--- src/rtl/core/srdt_pkg.sv ---
// Package for the scan result dedup table: request codes, sizes and the
// command record passed from the front end to the table engine. No dependencies.
package srdt_pkg;

  localparam int ENTRIES = 32;
  localparam int IDX_W = $clog2(ENTRIES);
  localparam int CNT_W = $clog2(ENTRIES + 1);
  localparam int NAME_WORDS = 4;
  localparam int NAME_BYTES = 32;

  typedef enum logic [1:0] {
    REQ_CLEAR  = 2'd0,
    REQ_REPORT = 2'd1,
    REQ_READ   = 2'd2,
    REQ_NONE   = 2'd3
  } req_t;

  typedef struct packed {
    req_t        req;
    logic [63:0] w0;
    logic [63:0] w1;
    logic [63:0] w2;
    logic [63:0] w3;
    logic [5:0]  len;
    logic [7:0]  sig;
    logic [7:0]  chan;
    logic [7:0]  sec;
    logic [5:0]  idx;
  } cmd_t;

  typedef enum logic [2:0] {
    ST_IDLE,
    ST_SCAN_RD,
    ST_SCAN_CMP,
    ST_WRITE,
    ST_READ_RD,
    ST_DONE
  } eng_state_t;

  function automatic logic [63:0] word_mask(input logic [5:0] len, input int k);
    logic [63:0] m;
    for (int b = 0; b < 8; b++) begin
      m[b*8 +: 8] = ({2'b00, len} > 8'(k*8 + b)) ? 8'hFF : 8'h00;
    end
    return m;
  endfunction

endpackage

--- src/rtl/core/srdt_front.sv ---
// Front end: accepts requests, turns bad reports into no-ops, masks name bytes,
// then queues commands for the engine. Depends on srdt_pkg.
module srdt_front (
  input  logic                 clk,
  input  logic                 rst_n,
  input  logic                 push,
  output logic                 full,
  input  srdt_pkg::cmd_t       in_cmd,
  output logic                 cmd_valid,
  output srdt_pkg::cmd_t       cmd_out,
  input  logic                 cmd_take
);
  srdt_pkg::cmd_t q_r [2];
  logic [1:0] cnt_r;
  logic       wp_r, rp_r;
  srdt_pkg::cmd_t cls;
  logic       do_push, do_pop;

  // Drop the stray name bytes; turn bad-length reports into no-ops.
  always_comb begin
    cls = in_cmd;
    cls.w0 = in_cmd.w0 & srdt_pkg::word_mask(in_cmd.len, 0);
    cls.w1 = in_cmd.w1 & srdt_pkg::word_mask(in_cmd.len, 1);
    cls.w2 = in_cmd.w2 & srdt_pkg::word_mask(in_cmd.len, 2);
    cls.w3 = in_cmd.w3 & srdt_pkg::word_mask(in_cmd.len, 3);
    if (in_cmd.req == srdt_pkg::REQ_REPORT &&
        (in_cmd.len == 6'd0 || in_cmd.len > 6'(srdt_pkg::NAME_BYTES))) begin
      cls.req = srdt_pkg::REQ_NONE;
    end
  end

  assign full = (cnt_r == 2'd2);
  assign cmd_valid = (cnt_r != 2'd0);
  assign cmd_out = q_r[rp_r];
  assign do_push = push && !full;
  assign do_pop = cmd_take && cmd_valid;

  always_ff @(posedge clk) begin
    if (do_push) q_r[wp_r] <= cls;
    if (!rst_n) begin
      cnt_r <= '0;
      wp_r <= 1'b0;
      rp_r <= 1'b0;
    end else begin
      if (do_push) wp_r <= ~wp_r;
      if (do_pop) rp_r <= ~rp_r;
      cnt_r <= cnt_r + {1'b0, do_push} - {1'b0, do_pop};
    end
  end

  assert property (@(posedge clk) disable iff (!rst_n) cnt_r != 2'd3)
    else $error("command queue count out of range");
  assert property (@(posedge clk) disable iff (!rst_n)
    (cnt_r == 2'd0 && push) |=> cnt_r == 2'd1)
    else $error("push into empty queue lost");
  assert property (@(posedge clk) disable iff (!rst_n)
    (cnt_r == 2'd2 && !cmd_take) |=> cnt_r == 2'd2)
    else $error("full queue changed without pop");
endmodule

--- config.mk ---
export PLATFORM = sky130hd
export DESIGN_NAME = srdt_front
export DESIGN_NICKNAME = d
export VERILOG_FILES = /design/src/rtl/core/srdt_pkg.sv /design/src/rtl/core/srdt_front.sv
export SDC_FILE = /design/constraint.sdc
export NUM_CORES = 1
export LEC_CHECK = 0
export BUFFER_PORTS_ARGS = -buffer_cell sky130_fd_sc_hd__buf_4
export CORE_AREA = 2 2 233 235
export CTS_BUF_LIST = sky130_fd_sc_hd__clkbuf_4 sky130_fd_sc_hd__clkbuf_8
export DETAILED_ROUTE_END_ITERATION = 12
export DIE_AREA = 0 0 235 237
export GPL_TIMING_DRIVEN = 1
export PLACE_DENSITY = 0.69
export SLEW_MARGIN = 25
export SYNTH_ARGS = -nofsm -noshare
export SYNTH_HDL_FRONTEND = slang
export SYNTH_SLANG_ARGS = --single-unit
--- constraint.sdc ---
create_clock -name clk -period 7.5 [get_ports clk]
set_input_delay 0 -clock clk [delete_from_list [all_inputs] [get_ports clk]]
set_output_delay 0 -clock clk [all_outputs]
set_load 0.1 [all_outputs]
==> impl_results.md <==
- Cell repeated most along the worst path: buf_4
- Power density cells: ~380 nW/um^2
- Comb power frac: 46.6%
- Worst setup SP type: flop
- Top cell type's share of synthesized area: 75.3%
- Most instantiated cells after synthesis: 588 x edfxtp_1, 294 x mux2_2, 151 x nor2b_1
- Outcome: finished, final reports clean
- Measured slew at the worst slew-check pin: approximately 1.1 ns
- 1st-pass router iterations: 5
- Syn_area_per_cell: 18.5 um^2
- Max Clock Skew: around 0.036 ns
- Syn_nets: approximately 1600
- Initial antenna violation count: 10
- Vias in the first global route: ~16000
- Synth area leaders: edfxtp_1 75%, mux2_2 14%, nor2b_1 4.0%
- Final ANT Viol Nets: 0
- Routed WL: a little under 70000 um
- Buffers & Inverters on Critical Path: 4
- Fillers: about 3700
- Cell row count: 85
- Mapped Area: roughly 23000 um^2
- Pint: 6950 uW
- Vias: approximately 15000
- Most common cell in the netlist: edfxtp_1
- Routed length per instance: between 20 and 25 um
- Vias per cell: about 5
- Clk slew on worst S/H paths: roughly 0.060 ns
- Seq/Total Area, Yosys: approximately three quarters
- Min-Delay Path Class: primary input to flop
- Max VDD drop: 336 uV
- Post-synth top area cell: edfxtp_1
- Clk_lat worst skew: 0.67 ns
- Layout area overhead: 43.8%
- Synth Flop Type: edfxtp_1
- GRT Overall Usage: about a quarter
- Clk pwr share: about a fifth
- # setup viols final: 0
- Sequential power share: roughly 33%
- Drt drc: 0
- Largest net degree at the start of global routing: about 110
- EDFF count, synth: 588
- Critical path's largest stage delay: 0.82 ns
- Async SR Flop Fraction: 0%
- Post-CTS Setup Inserts: 0
- Max Clock Freq: 304 MHz
- Post_cts resized: 0
- Max-slew violations: 0
- Required @ worst endpoint: 7.77 ns
- Final hold vios: 0
- Number of distinct library cells after synthesis: 43
- Longest Clk Path Bufs: 3
- Grt ovf: 0
- # hold bufs at CTS: ~310
- Die area: roughly 56000 um^2
- CTS H-tree lvls: 3
- Tmin final: 3.29 ns
- MaxCap Viol Count: 0
- CP Class: flop to flop
- Slowest-stage cell, CP: buf_4
- Flops & latches, synth: 593
- Number of buffers created by CTS: a little under 100
- # nets final: ~2500
- Initial core utilization: between 40 and 50%
- CP Capture Type: flop
- Pre-CTS setup slack: ~4.2 ns
- Global-route wire length before repair: about 100000 um
- Placed wire-length estimate: roughly 43000 um
- Io pins: approximately 590
- Die Height: between 200 and 250 um
- Psw: 6010 uW
- PnR worst setup slack: 4.21 ns
- Leakage: approximately 0.013 uW
- GP Congestion: 0.809
- Yosys warns: 0
- CP Data Arrival Time: between 3 and 4 ns
- CTS Sinks: 593
- Rel. slew slack: 29.0%
- Share of cells above drive strength 1: between 40% and 50%
- CTS tree: done
- Tcrit/Tclk final: about 44%
- Sw Ratio: ~46%
- CP cell instances: nand2b_1 > inv_1 > or3_1 > clkinvlp_4 > buf_4 > buf_4
- Mapped Cells: approximately 1300
- Crit path max-delay family: buffers and inverters
- Die X: between 200 and 250 um
- Core ar.: around 53000 um^2
- Final setup TNS: 0 ns
- Iteration-0 DRC Markers: 871
- IO Port Bufs: ~590
- CTS root buf: clkbuf_8
- Min Hold Slack: around 0.074 ns
- Max FO, Critical Path: between 60 and 70
- Unrepaired setup endpoints after global routing: false
-- per-layer routing --
layer	GRT usage, %	up-vias	part of all wire [%]
li1	-	6755	-
met1	28.1	7561	39
met2	41.0	565	51
met3	6.02	124	6.4
met4	10.2	2	3.3
met5	0	-	0.016
-- final timing paths --
kind,slack [ns],startpoint,endpoint,cells after the start
worst max-delay path,4.21,cnt_r[0],q_r[0][146],6
worst min-delay path,0.07,in_cmd[3],q_r[0][3],2
worst max register to register,4.21,cnt_r[0],q_r[0][146],6
worst min register to register,0.52,wp_r,wp_r,2
-- sequential cells by signal, summed over array words and instances (netlist names), named ones only --
| register | flops |
|---|---|
| wp_r | 1 |
| rp_r | 1 |
| q_r | 588 |
| cnt_r | 2 |
-- stage by stage --
| step | power [uW] | instance area [um^2] | util (%) | std cells |
|---|---|---|---|---|
| after floorplan | 9000 | 23500 | - | 1265 |
| after global placement | 10200 | 28700 | 53.9 | 2523 |
| after detailed placement | 10200 | 28700 | 53.9 | 2524 |
| after CTS | 13000 | 33700 | 63.2 | 3011 |
| after global routing | 13400 | 33700 | 63.3 | 3015 |
| final | 13000 | 33700 | 63.3 | 3015 |
-- layout make-up --
cell class / instances / area [um^2] / area share (%)
flip-flops and latches: 593 / 17800 / 52.6
inverters: 4 / 18.8 / 0.0556
clock inverters: 45 / 240 / 0.712
multi-input cells: 621 / 5480 / 16.3
clock buffers: 129 / 1580 / 4.69
well taps: 696 / 871 / 2.58
repair buffers: 924 / 7770 / 23.0
diodes: 3 / 7.51 / 0.0223
-- cell families (layout without fill, tap and decap cells) --
family / Yosys count / count (layout) / synth area share (%)
xor gates and xnor gates: 3 / 3 / 0.112
and+or+nand+nor: 291 / 291 / 7.85
adders and majority gates: 2 / 2 / 0.107
DFF: 593 / 593 / 75.7
muxes: 294 / 294 / 14.1
AOI/OAI and AO/OA: 31 / 31 / 0.998
buffers and inverters: 51 / 1102 / 1.11
other: 0 / 3 / 0
-- placed cells by master (no fill, tap or decap), types with 4 or more instances in the layout --
cell	synthesis	layout
a21o_1	4	4
a21oi_2	4	8
a31oi_2	2	5
and2_1	98	98
buf_4	1	606
clkbuf_4	0	31
clkbuf_8	0	98
clkinv_1	0	28
clkinv_2	0	11
clkinvlp_4	0	4
dfxtp_1	5	4
dlygate4sd3_1	0	313
edfxtp_1	588	588
mux2_2	294	294
nand2_1	10	10
nor2b_1	151	151
nor2b_2	8	8
-- power by group through the flow --
stage	clock network (uW)	registers (uW)	logic [uW]
2_1_floorplan	0	4340	4660
3_3_place_gp	0	4330	5840
3_5_place_dp	0	4340	5880
4_1_cts	2730	4270	6040
5_1_grt	2880	4300	6170
6_report	2660	4270	6040
Note: power is estimated with default switching activity, not from simulation.
